<file path="config.mk">
export PLATFORM = sky130hd
export DESIGN_NAME = kinematic_bicycle_step
export DESIGN_NICKNAME = d
export VERILOG_FILES = /design/src/hw/rtl/kbs_pkg.sv /design/src/hw/rtl/kinematic_bicycle_step.sv /design/src/hw/rtl/kbs_mul.sv /design/src/hw/rtl/kbs_cordic.sv
export VERILOG_INCLUDE_DIRS = /design/src /design/src/hw/rtl
export SDC_FILE = /design/constraint.sdc
export NUM_CORES = 2
export LEC_CHECK = 0
export ABC_AREA = 1
export ABC_CLOCK_PERIOD_IN_PS = 11930
export BUFFER_PORTS_ARGS = -buffer_cell sky130_fd_sc_hd__buf_2
export CORE_ASPECT_RATIO = 1.75
export CORE_MARGIN = 5
export CORE_UTILIZATION = 50
export CTS_CLUSTER_DIAMETER = 30
export DETAILED_ROUTE_END_ITERATION = 10
export PLACE_DENSITY = 0.65
export REMOVE_ABC_BUFFERS = 1
export SYNTH_ARGS = -nofsm -noshare
export SYNTH_HDL_FRONTEND = slang
export SYNTH_SLANG_ARGS = --single-unit
</file>
<file path="constraint.sdc">
create_clock -name clk -period 11.93 [get_ports clk]
set_clock_uncertainty 0.2 [all_clocks]
set_input_delay 1.193 -clock clk [delete_from_list [all_inputs] [get_ports clk]]
set_output_delay 1.193 -clock clk [all_outputs]
set_load 0.01 [all_outputs]
</file>
<file path="src/hw/rtl/kinematic_bicycle_step_macros.svh">
// assertion macros shared by the vehicle integrator rtl
// no dependencies; the assertions drop out when SYNTHESIS is defined
`ifndef KINEMATIC_BICYCLE_STEP_MACROS_SVH
`define KINEMATIC_BICYCLE_STEP_MACROS_SVH
`ifndef SYNTHESIS
// same-cycle implication
`define KBS_ASSERT_IMP(label, clk, rst, ante, cons) \
  label: assert property (@(posedge clk) disable iff (rst) (ante) |-> (cons)) \
    else $error("kbs assertion failed");
// next-cycle implication
`define KBS_ASSERT_NEXT(label, clk, rst, ante, cons) \
  label: assert property (@(posedge clk) disable iff (rst) (ante) |=> (cons)) \
    else $error("kbs assertion failed");
`else
`define KBS_ASSERT_IMP(label, clk, rst, ante, cons)
`define KBS_ASSERT_NEXT(label, clk, rst, ante, cons)
`endif
`endif

</file>
<file path="src/hw/rtl/kbs_pkg.sv">
// types and constants of the vehicle integrator
// no dependencies
`timescale 1ns / 1ps
package kbs_pkg;

  localparam int MUL_AW = 48;
  localparam int MUL_BW = 32;
  localparam int MUL_PW = MUL_AW + MUL_BW;

  localparam logic [1:0] CMD_STEP    = 2'd0;
  localparam logic [1:0] CMD_ACTUATE = 2'd1;
  localparam logic [1:0] CMD_RESET   = 2'd2;

  localparam logic [1:0] REG_TIME_STEP     = 2'd0;
  localparam logic [1:0] REG_SPEED_GAIN    = 2'd1;
  localparam logic [1:0] REG_INV_WHEELBASE = 2'd2;

  localparam logic signed [32:0] CORDIC_START = 33'sd652032875;
  localparam logic signed [31:0] RAD_TO_TURN  = 32'sd683565276;
  localparam logic signed [20:0] TAN_LIMIT    = 21'sd524288;

  localparam logic [31:0] ATAN_TAB [24] = '{
    32'h20000000, 32'h12E4051E, 32'h09FB385B, 32'h051111D4, 32'h028B0D43, 32'h0145D7E1,
    32'h00A2F61E, 32'h00517C55, 32'h0028BE53, 32'h00145F2F, 32'h000A2F98, 32'h000517CC,
    32'h00028BE6, 32'h000145F3, 32'h0000A2FA, 32'h0000517D, 32'h000028BE, 32'h0000145F,
    32'h00000A30, 32'h00000518, 32'h0000028C, 32'h00000146, 32'h000000A3, 32'h00000051
  };

  typedef struct packed {
    logic                     start;
    logic signed [MUL_AW-1:0] a;
    logic signed [MUL_BW-1:0] b;
  } mul_req_t;

endpackage

</file>
<file path="src/hw/rtl/kinematic_bicycle_step.sv">
// top level of the fixed-point kinematic bicycle integrator
// depends on kbs_pkg, kbs_mul, kbs_cordic and kinematic_bicycle_step_macros.svh
//
//  channel  | group           | payload
//  ---------+-----------------+--------------------------------------------------
//  input    | s_axis_*        | tuser: command; tdata: target_speed, target_steer
//  output   | m_axis_*        | tdata: pos_x, pos_y, heading, speed, steer_angle
//  config   | cfg_we/index    | cfg_data: time_step, speed_gain, inv_wheelbase
//
// a step tick, from input transfer to valid result, takes ten products in the shared
// bit-serial multiplier, two cordic runs, 19 divider steps for tan (skipped when tan
// saturates) and a load of the output register; actuate, reset and unused commands
// only load the output register
// one item is in work at a time; a full output register stalls the sequencer
// rst is synchronous and clears pose, targets and registers to their defaults
`timescale 1ns / 1ps
`include "kinematic_bicycle_step_macros.svh"
module kinematic_bicycle_step import kbs_pkg::*; #(
  parameter int ANGLE_BITS      = 16,
  parameter int TRIG_ITERATIONS = 16
) (
  input  logic         clk,
  input  logic         rst,
  input  logic         s_axis_tvalid,
  output logic         s_axis_tready,
  input  logic [39:0]  s_axis_tdata,   // target_speed[23:0], target_steer[39:24]
  input  logic [1:0]   s_axis_tuser,   // command[1:0]
  output logic         m_axis_tvalid,
  input  logic         m_axis_tready,
  output logic [119:0] m_axis_tdata,   // pos_x, pos_y, heading, speed, steer_angle
  input  logic         cfg_we,
  input  logic [1:0]   cfg_index,
  input  logic [17:0]  cfg_data
);

  localparam int DIV_STEPS = 19;
  localparam int DCW       = $clog2(DIV_STEPS);

  typedef enum logic [3:0] {
    ST_IDLE, ST_GAIN, ST_GAIN_DT, ST_TRIG_H, ST_X1, ST_X2, ST_Y1, ST_Y2,
    ST_TRIG_S, ST_DIV, ST_R1, ST_R2, ST_R3, ST_R4, ST_EMIT
  } state_t;

  state_t state;

  // configuration
  logic [15:0] time_step;
  logic [15:0] speed_gain;
  logic [17:0] inv_wheelbase;

  // vehicle state and targets
  logic signed [31:0]           car_x, car_y;
  logic [ANGLE_BITS-1:0]        car_heading;
  logic signed [23:0]           car_speed;
  logic signed [ANGLE_BITS-1:0] car_steer;
  logic signed [23:0]           goal_speed;
  logic signed [ANGLE_BITS-1:0] goal_steer;

  // shared units
  mul_req_t                 mreq;
  logic                     mul_done;
  logic signed [MUL_PW-1:0] mp;
  logic                     cor_start;
  logic [31:0]              cor_angle;
  logic                     cor_done;
  logic signed [32:0]       cor_cos, cor_sin;

  // divider for tan
  logic [33:0]        div_r;
  logic [32:0]        div_cm;
  logic [18:0]        div_n, div_q;
  logic [DCW-1:0]     div_cnt;
  logic               tan_neg;
  logic signed [20:0] tan_q;

  logic         out_valid;
  logic [119:0] out_data;

  // input transfer fields
  logic [1:0]         in_cmd;
  logic signed [23:0] in_speed;
  logic signed [15:0] in_steer;
  logic signed [31:0] in_steer32;

  // datapath helpers
  logic signed [MUL_PW-1:0] r16, r28, r30, rdh;
  logic signed [31:0]       inc;
  logic signed [31:0]       spd_sum;
  logic signed [33:0]       dpos;
  logic signed [33:0]       x_sum, y_sum;
  logic signed [24:0]       diff;
  logic [31:0]              head_turn, steer_turn;
  logic [ANGLE_BITS-1:0]    steer_bits;
  logic [32:0]              cmag, smag;
  logic                     tan_sat;
  logic [33:0]              div_t, div_d;
  logic                     div_ge;
  logic [18:0]              q_next;
  logic [20:0]              tmag;
  logic [31:0]              head32;
  logic signed [31:0]       steer32;
  logic                     mul_wait;

  function automatic logic signed [MUL_PW-1:0] rshr(input logic signed [MUL_PW-1:0] v,
                                                   input int unsigned s);
    logic signed [MUL_PW-1:0] t;
    t = (v >>> (s - 1)) + signed'(MUL_PW'(1));
    return t >>> 1;
  endfunction

  function automatic logic signed [23:0] sat24(input logic signed [31:0] v);
    if (v > 32'sd8388607) begin
      return 24'sh7FFFFF;
    end else if (v < -32'sd8388608) begin
      return 24'sh800000;
    end else begin
      return v[23:0];
    end
  endfunction

  function automatic logic signed [31:0] sat32(input logic signed [33:0] v);
    if (v > 34'sd2147483647) begin
      return 32'sh7FFFFFFF;
    end else if (v < -34'sd2147483648) begin
      return 32'sh80000000;
    end else begin
      return v[31:0];
    end
  endfunction

  kbs_mul u_mul (
    .clk  (clk),
    .rst  (rst),
    .req  (mreq),
    .done (mul_done),
    .prod (mp)
  );

  kbs_cordic #(
    .ITERS (TRIG_ITERATIONS)
  ) u_cordic (
    .clk   (clk),
    .rst   (rst),
    .start (cor_start),
    .angle (cor_angle),
    .done  (cor_done),
    .cos_v (cor_cos),
    .sin_v (cor_sin)
  );

  assign in_cmd     = s_axis_tuser;
  assign in_speed   = s_axis_tdata[23:0];
  assign in_steer   = s_axis_tdata[39:24];
  assign in_steer32 = 32'(in_steer);

  always_comb begin
    // rounded shifts of the current product
    r16 = rshr(mp, 16);
    r28 = rshr(mp, 28);
    r30 = rshr(mp, 30);
    rdh = rshr(mp, 48 - ANGLE_BITS);

    inc     = r28[31:0];
    spd_sum = 32'(car_speed) + inc;
    dpos    = r16[33:0];
    x_sum   = 34'(car_x) + dpos;
    y_sum   = 34'(car_y) + dpos;
    diff    = 25'(goal_speed) - 25'(car_speed);

    // binary angles scaled up to a full 32 bit turn
    head_turn  = 32'(car_heading) << (32 - ANGLE_BITS);
    steer_bits = car_steer;
    steer_turn = 32'(steer_bits) << (32 - ANGLE_BITS);

    // tan magnitude setup; saturate when |sin| >= 8|cos|
    cmag    = cor_cos[32] ? 33'(-cor_cos) : 33'(cor_cos);
    smag    = cor_sin[32] ? 33'(-cor_sin) : 33'(cor_sin);
    tan_sat = {3'b000, smag} >= {cmag, 3'b000};

    // one restoring division step
    div_t  = {div_r[32:0], div_n[18]};
    div_ge = div_t >= {1'b0, div_cm};
    div_d  = div_ge ? (div_t - {1'b0, div_cm}) : div_t;
    q_next = {div_q[17:0], div_ge};
    tmag   = {2'b00, q_next};

    head32  = 32'(car_heading);
    steer32 = 32'(car_steer);
  end

  assign s_axis_tready = (state == ST_IDLE);
  assign m_axis_tvalid = out_valid;
  assign m_axis_tdata  = out_data;

  always_ff @(posedge clk) begin
    if (rst) begin
      state         <= ST_IDLE;
      time_step     <= 16'd655;
      speed_gain    <= 16'd8192;
      inv_wheelbase <= 18'd24273;
      car_x         <= '0;
      car_y         <= '0;
      car_heading   <= '0;
      car_speed     <= '0;
      car_steer     <= '0;
      goal_speed    <= '0;
      goal_steer    <= '0;
      mreq          <= '0;
      cor_start     <= 1'b0;
      cor_angle     <= '0;
      div_r         <= '0;
      div_cm        <= '0;
      div_n         <= '0;
      div_q         <= '0;
      div_cnt       <= '0;
      tan_neg       <= 1'b0;
      tan_q         <= '0;
      out_valid     <= 1'b0;
      out_data      <= '0;
    end else begin
      mreq.start <= 1'b0;
      cor_start  <= 1'b0;

      if (cfg_we) begin
        case (cfg_index)
          REG_TIME_STEP:     time_step     <= cfg_data[15:0];
          REG_SPEED_GAIN:    speed_gain    <= cfg_data[15:0];
          REG_INV_WHEELBASE: inv_wheelbase <= cfg_data;
          default: ;
        endcase
      end

      if (out_valid && m_axis_tready) begin
        out_valid <= 1'b0;
      end

      case (state)
        ST_IDLE: begin
          if (s_axis_tvalid) begin
            state <= ST_EMIT;
            case (in_cmd)
              CMD_STEP: begin
                // speed lag: diff * gain first
                mreq  <= '{start: 1'b1, a: MUL_AW'(diff), b: MUL_BW'(speed_gain)};
                state <= ST_GAIN;
              end
              CMD_ACTUATE: begin
                goal_speed <= in_speed;
                goal_steer <= in_steer32[ANGLE_BITS-1:0];
              end
              CMD_RESET: begin
                car_x       <= '0;
                car_y       <= '0;
                car_heading <= '0;
                car_speed   <= '0;
                car_steer   <= '0;
                goal_speed  <= '0;
                goal_steer  <= '0;
              end
              default: ;
            endcase
          end
        end
        ST_GAIN: begin
          if (mul_done) begin
            mreq  <= '{start: 1'b1, a: mp[MUL_AW-1:0], b: MUL_BW'(time_step)};
            state <= ST_GAIN_DT;
          end
        end
        ST_GAIN_DT: begin
          if (mul_done) begin
            car_speed <= sat24(spd_sum);
            car_steer <= goal_steer;
            // heading from before the tick
            cor_angle <= head_turn;
            cor_start <= 1'b1;
            state     <= ST_TRIG_H;
          end
        end
        ST_TRIG_H: begin
          if (cor_done) begin
            mreq  <= '{start: 1'b1, a: MUL_AW'(cor_cos), b: MUL_BW'(car_speed)};
            state <= ST_X1;
          end
        end
        ST_X1: begin
          if (mul_done) begin
            mreq  <= '{start: 1'b1, a: r30[MUL_AW-1:0], b: MUL_BW'(time_step)};
            state <= ST_X2;
          end
        end
        ST_X2: begin
          if (mul_done) begin
            car_x <= sat32(x_sum);
            mreq  <= '{start: 1'b1, a: MUL_AW'(cor_sin), b: MUL_BW'(car_speed)};
            state <= ST_Y1;
          end
        end
        ST_Y1: begin
          if (mul_done) begin
            mreq  <= '{start: 1'b1, a: r30[MUL_AW-1:0], b: MUL_BW'(time_step)};
            state <= ST_Y2;
          end
        end
        ST_Y2: begin
          if (mul_done) begin
            car_y     <= sat32(y_sum);
            cor_angle <= steer_turn;
            cor_start <= 1'b1;
            state     <= ST_TRIG_S;
          end
        end
        ST_TRIG_S: begin
          if (cor_done) begin
            tan_neg <= cor_sin[32] ^ cor_cos[32];
            if (tan_sat) begin
              tan_q <= (cor_sin[32] ^ cor_cos[32]) ? -TAN_LIMIT : TAN_LIMIT;
              mreq  <= '{start: 1'b1, a: MUL_AW'(car_speed),
                         b: MUL_BW'(inv_wheelbase)};
              state <= ST_R1;
            end else begin
              // quotient fits 19 bits, so the top of the dividend seeds the remainder
              div_r   <= 34'(smag >> 3);
              div_n   <= {smag[2:0], 16'h0000};
              div_cm  <= cmag;
              div_q   <= '0;
              div_cnt <= '0;
              state   <= ST_DIV;
            end
          end
        end
        ST_DIV: begin
          div_r   <= div_d;
          div_n   <= div_n << 1;
          div_q   <= q_next;
          div_cnt <= div_cnt + 1'b1;
          if (div_cnt == DCW'(DIV_STEPS-1)) begin
            tan_q <= tan_neg ? -signed'(tmag) : signed'(tmag);
            mreq  <= '{start: 1'b1, a: MUL_AW'(car_speed), b: MUL_BW'(inv_wheelbase)};
            state <= ST_R1;
          end
        end
        ST_R1: begin
          if (mul_done) begin
            mreq  <= '{start: 1'b1, a: r16[MUL_AW-1:0], b: MUL_BW'(tan_q)};
            state <= ST_R2;
          end
        end
        ST_R2: begin
          if (mul_done) begin
            mreq  <= '{start: 1'b1, a: r16[MUL_AW-1:0], b: MUL_BW'(time_step)};
            state <= ST_R3;
          end
        end
        ST_R3: begin
          if (mul_done) begin
            // radians to binary turns
            mreq  <= '{start: 1'b1, a: r16[MUL_AW-1:0], b: RAD_TO_TURN};
            state <= ST_R4;
          end
        end
        ST_R4: begin
          if (mul_done) begin
            car_heading <= car_heading + rdh[ANGLE_BITS-1:0];
            state       <= ST_EMIT;
          end
        end
        ST_EMIT: begin
          if (!out_valid || m_axis_tready) begin
            out_data  <= {steer32[15:0], car_speed, head32[15:0], car_y, car_x};
            out_valid <= 1'b1;
            state     <= ST_IDLE;
          end
        end
        default: state <= ST_IDLE;
      endcase
    end
  end

  // states that wait on the multiplier
  assign mul_wait = state inside {ST_GAIN, ST_GAIN_DT, ST_X1, ST_X2, ST_Y1, ST_Y2,
                                  ST_R1, ST_R2, ST_R3, ST_R4};

  // products only finish while the sequencer waits on the multiplier
  `KBS_ASSERT_IMP(a_mul_done_wait, clk, rst, mul_done, mul_wait)
  // cordic results only arrive in the two trig waits
  `KBS_ASSERT_IMP(a_cor_done_wait, clk, rst, cor_done, (state == ST_TRIG_H || state == ST_TRIG_S))
  // heading moves only at the end of a tick or on an accepted transfer
  `KBS_ASSERT_NEXT(a_heading_hold, clk, rst, (state != ST_R4 && state != ST_IDLE), $stable(car_heading))
  // a new multiply never starts in the idle or emit state
  `KBS_ASSERT_IMP(a_mul_no_overlap, clk, rst, mreq.start, (state != ST_IDLE && state != ST_EMIT))

endmodule

</file>
<file path="src/hw/rtl/kbs_mul.sv">
// bit-serial signed multiplier, one multiplier bit per cycle
// depends on kbs_pkg
`timescale 1ns / 1ps
module kbs_mul import kbs_pkg::*; (
  input  logic                     clk,
  input  logic                     rst,
  input  mul_req_t                 req,
  output logic                     done,
  output logic signed [MUL_PW-1:0] prod
);

  localparam int CW = $clog2(MUL_BW);

  logic signed [MUL_AW-1:0] a_reg;
  logic [MUL_BW-1:0]        b_reg;
  logic signed [MUL_AW:0]   acc;
  logic [MUL_BW-1:0]        lo;
  logic [CW-1:0]            cnt;
  logic                     busy;
  logic signed [MUL_AW:0]   a_ext;
  logic signed [MUL_AW:0]   addend;
  logic signed [MUL_AW:0]   sum;

  // sign bit of b carries negative weight
  always_comb begin
    a_ext  = (MUL_AW+1)'(a_reg);
    addend = '0;
    if (b_reg[0]) begin
      addend = (cnt == CW'(MUL_BW-1)) ? -a_ext : a_ext;
    end
    sum = acc + addend;
  end

  always_ff @(posedge clk) begin
    if (rst) begin
      busy  <= 1'b0;
      done  <= 1'b0;
      cnt   <= '0;
      acc   <= '0;
      lo    <= '0;
      a_reg <= '0;
      b_reg <= '0;
    end else begin
      done <= 1'b0;
      if (req.start) begin
        busy  <= 1'b1;
        a_reg <= req.a;
        b_reg <= req.b;
        acc   <= '0;
        lo    <= '0;
        cnt   <= '0;
      end else if (busy) begin
        acc   <= sum >>> 1;
        lo    <= {sum[0], lo[MUL_BW-1:1]};
        b_reg <= b_reg >> 1;
        cnt   <= cnt + 1'b1;
        if (cnt == CW'(MUL_BW-1)) begin
          busy <= 1'b0;
          done <= 1'b1;
        end
      end
    end
  end

  assign prod = {acc[MUL_AW-1:0], lo};

endmodule

</file>
<file path="src/hw/rtl/kbs_cordic.sv">
// iterative rotation-mode cordic, one micro-rotation per cycle
// depends on kbs_pkg
`timescale 1ns / 1ps
module kbs_cordic import kbs_pkg::*; #(
  parameter int ITERS = 16
) (
  input  logic               clk,
  input  logic               rst,
  input  logic               start,
  input  logic [31:0]        angle,
  output logic               done,
  output logic signed [32:0] cos_v,
  output logic signed [32:0] sin_v
);

  localparam int NIT = (ITERS < 24) ? ITERS : 24;
  localparam int CW  = $clog2(NIT);

  logic signed [32:0] x, y, z;
  logic signed [32:0] xs, ys, at;
  logic signed [32:0] x_n, y_n, z_n;
  logic               neg, busy, flip;
  logic [CW-1:0]      cnt;
  logic [31:0]        a_adj, a_rot;

  // fold the left half plane onto the right half
  always_comb begin
    a_adj = angle + 32'h4000_0000;
    flip  = a_adj[31];
    a_rot = flip ? (angle + 32'h8000_0000) : angle;
  end

  always_comb begin
    xs = x >>> cnt;
    ys = y >>> cnt;
    at = signed'({1'b0, ATAN_TAB[5'(cnt)]});
    if (!z[32]) begin
      x_n = x - ys;
      y_n = y + xs;
      z_n = z - at;
    end else begin
      x_n = x + ys;
      y_n = y - xs;
      z_n = z + at;
    end
  end

  always_ff @(posedge clk) begin
    if (rst) begin
      busy <= 1'b0;
      done <= 1'b0;
      cnt  <= '0;
      neg  <= 1'b0;
      x    <= '0;
      y    <= '0;
      z    <= '0;
    end else begin
      done <= 1'b0;
      if (start) begin
        x    <= CORDIC_START;
        y    <= '0;
        z    <= 33'(signed'(a_rot));
        neg  <= flip;
        cnt  <= '0;
        busy <= 1'b1;
      end else if (busy) begin
        x   <= x_n;
        y   <= y_n;
        z   <= z_n;
        cnt <= cnt + 1'b1;
        if (cnt == CW'(NIT-1)) begin
          busy <= 1'b0;
          done <= 1'b1;
        end
      end
    end
  end

  assign cos_v = neg ? -x : x;
  assign sin_v = neg ? -y : y;

endmodule

</file>
==> flow_metrics.tcl <==
set metrics [dict create \
    post_cts_buffers 0 \
    drt_iter0_markers 7407 \
    root_buffer "clkbuf_16" \
    final_cell_area_um2 72100 \
    synthTopCellsByArea "dfxtp_1 (25%), nand2_1 (13%), a21oi_1 (9.1%), inv_1 (7.1%), ha_1 (7.1%)" \
    placed_area_um2 66900 \
    synth_edf_count 0 \
    grt_overflow 0 \
    die_area_um2 137000 \
    final_util 0.560 \
    post_cts_resized 0 \
    worst_pin_slew_ns 1.53 \
    worstPathRequired_ns 12.46 \
    ys_types 69 \
    pre_cts_ws_ns 4.40 \
    slowest_delay_ns 0.83 \
    cts-buffers-inserted 147 \
    htreeDepth 4 \
    leakagePower_nw 34.3 \
    place_hpwl_um 246000 \
    syn_avg_cell_area_um2 6.20 \
    grt_pass1_wl_um 454000 \
    start_util 0.504 \
    setup_tns_ns 0 \
    hold_viol_final 0 \
    synth_top_area_share 0.251 \
    clk_pin_slew_ns 0.06 \
    nets 10900 \
    synth-async-reset-ratio 0 \
    drc_errors 0 \
    cts_tree "yes" \
    power_density_nw_per_um2 124 \
    period_share 0.660 \
    clkSinkCount 813 \
    layout-drive-gt1-share 0.0642 \
    instances_no_fill 12300 \
    slew_headroom -0.0222 \
    yosysSeqAreaShare 0.251 \
    ctsHoldBuffers 0 \
    antenna_found_initial 16 \
    coreArea_um2 129000 \
    dr.pass1.iters 9 \
    fmax_mhz 127 \
    chipHeight_um 486 \
    start_kind "flip-flop" \
    finalPower_mw 8.96 \
    place_congestion 1.09 \
    ys_top_cells_by_count "nand2_1 (2317), inv_1 (1228), a21oi_1 (1175)" \
    grt_max_degree 123 \
    violations "capacitance limit, slew limit" \
    hold_path_class "flip-flop to flip-flop" \
    vdd_ir_drop_max_uv 108 \
    worst_slack_ns 4.05 \
    synth_largest_area_cell "dfxtp_1" \
    setup-violations-final 0 \
    totalWireLength_um 314000 \
    rows 174 \
    area_delta_synth_final_pct 11.2 \
    syn_area_um2 64800 \
    port-buffer-count 188 \
    viasPerCell 6.13 \
    die_w_um 282 \
    rsz0062_at_grt "false" \
    arrival_ns 8.41 \
    drv_slew 4 \
    clk_latency_ns 0.82 \
    largest_reg_flops 120 \
    yosys_warnings 0 \
    routedWlPerCell_um 25.6 \
    synth_most_common_cell "nand2_1" \
    end_kind "flip-flop" \
    finalCriticalPeriod_ns 7.88 \
    ios 189 \
    drv_cap 1 \
    whs_ns 0.256 \
    critical_path_class "flip-flop to flip-flop" \
    vias 75200 \
    ctsLongestPathBuffers 3 \
    ys_ff_latch 813 \
    synth_cells 10500 \
    ys.flop_type "dfxtp_1" \
    grt_pass1_vias 72400 \
    critPathMaxFanout 37 \
    placed_cells 12000 \
    status "finished with violations" \
    cp_common_cell "nand2_1" \
    track_usage 0.439 \
    ant_nets 0 \
    slowest_stage "inv_2" \
]
-- metal layers --
| metal | vias up | share of wire | GRT usage |
|---|---|---|---|
| met5 | - | 0.000083 | 0 |
| met4 | 4 | 0.14 | 0.469 |
| met3 | 1619 | 0.075 | 0.0945 |
| met2 | 4093 | 0.47 | 0.748 |
| met1 | 34600 | 0.32 | 0.414 |
| li1 | 34900 | - | - |
-- report_power, final --
part           leakage (nW)  internal (mW)  switching, mW  total [mW]
clock network          2.46           2.69           1.69        4.39
logic                  25.3          0.471           1.20        1.67
registers              6.57           2.80         0.0962        2.90
total                  34.3           5.97           2.99        8.96
-- path summary, 6_finish.rpt --
path	depth (start not counted)	to	start	slack (ns)
setup / recovery	34	div_cm[4]$_SDFFE_PP0P_	u_cordic.y[0]$_SDFFE_PP0P_	4.05
hold / removal	2	m_axis_tdata[79]$_SDFFE_PP0P_	m_axis_tdata[79]$_SDFFE_PP0P_	0.26
setup reg to reg	34	div_cm[4]$_SDFFE_PP0P_	u_cordic.y[0]$_SDFFE_PP0P_	4.05
hold reg to reg	2	m_axis_tdata[79]$_SDFFE_PP0P_	m_axis_tdata[79]$_SDFFE_PP0P_	0.26
-- worst max-delay path: cells and delay by family (launching register included) --
| kind | cells | cell delay, ns |
|---|---|---|
| adder cells (fa/ha/maj) | 2 | 0.53 |
| XOR/XNOR | 1 | 0.64 |
| AO/OA/AOI/OAI | 7 | 1.26 |
| AND/OR/NAND/NOR | 19 | 3.37 |
| flip-flops | 1 | 0.34 |
| buffers and inverters | 5 | 1.42 |
-- logic make-up after synthesis --
logic type	share of synthesized area
compound gates	0.216
simple gates	0.298
xor+xnor	0.0591
mux	0.000463
buf+inv	0.102
flops	0.251
fa+ha+maj	0.0739
-- final cells by class --
| type | count | area [µm²] |
|---|---|---|
| fill | 12900 | 56600 |
| multi-input combinational | 7947 | 42100 |
| sequential | 813 | 16300 |
| inverter | 1256 | 4720 |
| clock buffer | 161 | 3850 |
| tap | 1672 | 2090 |
| timing repair buffer | 295 | 1770 |
| clock inverter | 104 | 1280 |
| antenna | 12 | 30.0 |
-- placed cells by master, fill, tap and decap left out, types with 25 or more instances in the layout --
master | netlist | routed
nand2_1 | 2317 | 2315
o21ai_1 | 35 | 38
nand4_1 | 94 | 94
inv_1 | 1228 | 1225
a22oi_1 | 31 | 31
a31oi_1 | 127 | 127
a221oi_1 | 31 | 31
xor2_1 | 318 | 317
o2111ai_1 | 30 | 30
nand3b_1 | 72 | 72
dfxtp_1 | 813 | 806
xnor2_1 | 118 | 118
clkbuf_16 | 0 | 149
nor2_1 | 1089 | 1081
or2_2 | 28 | 28
a21o_1 | 26 | 26
o21a_1 | 30 | 30
buf_2 | 75 | 187
nand3_1 | 745 | 744
o21ai_0 | 797 | 794
nor3_1 | 144 | 144
o211ai_1 | 96 | 96
buf_4 | 9 | 106
inv_6 | 0 | 25
nor4_1 | 42 | 41
ha_1 | 367 | 367
a21oi_1 | 1175 | 1171
(Power assumes the default switching activity.)
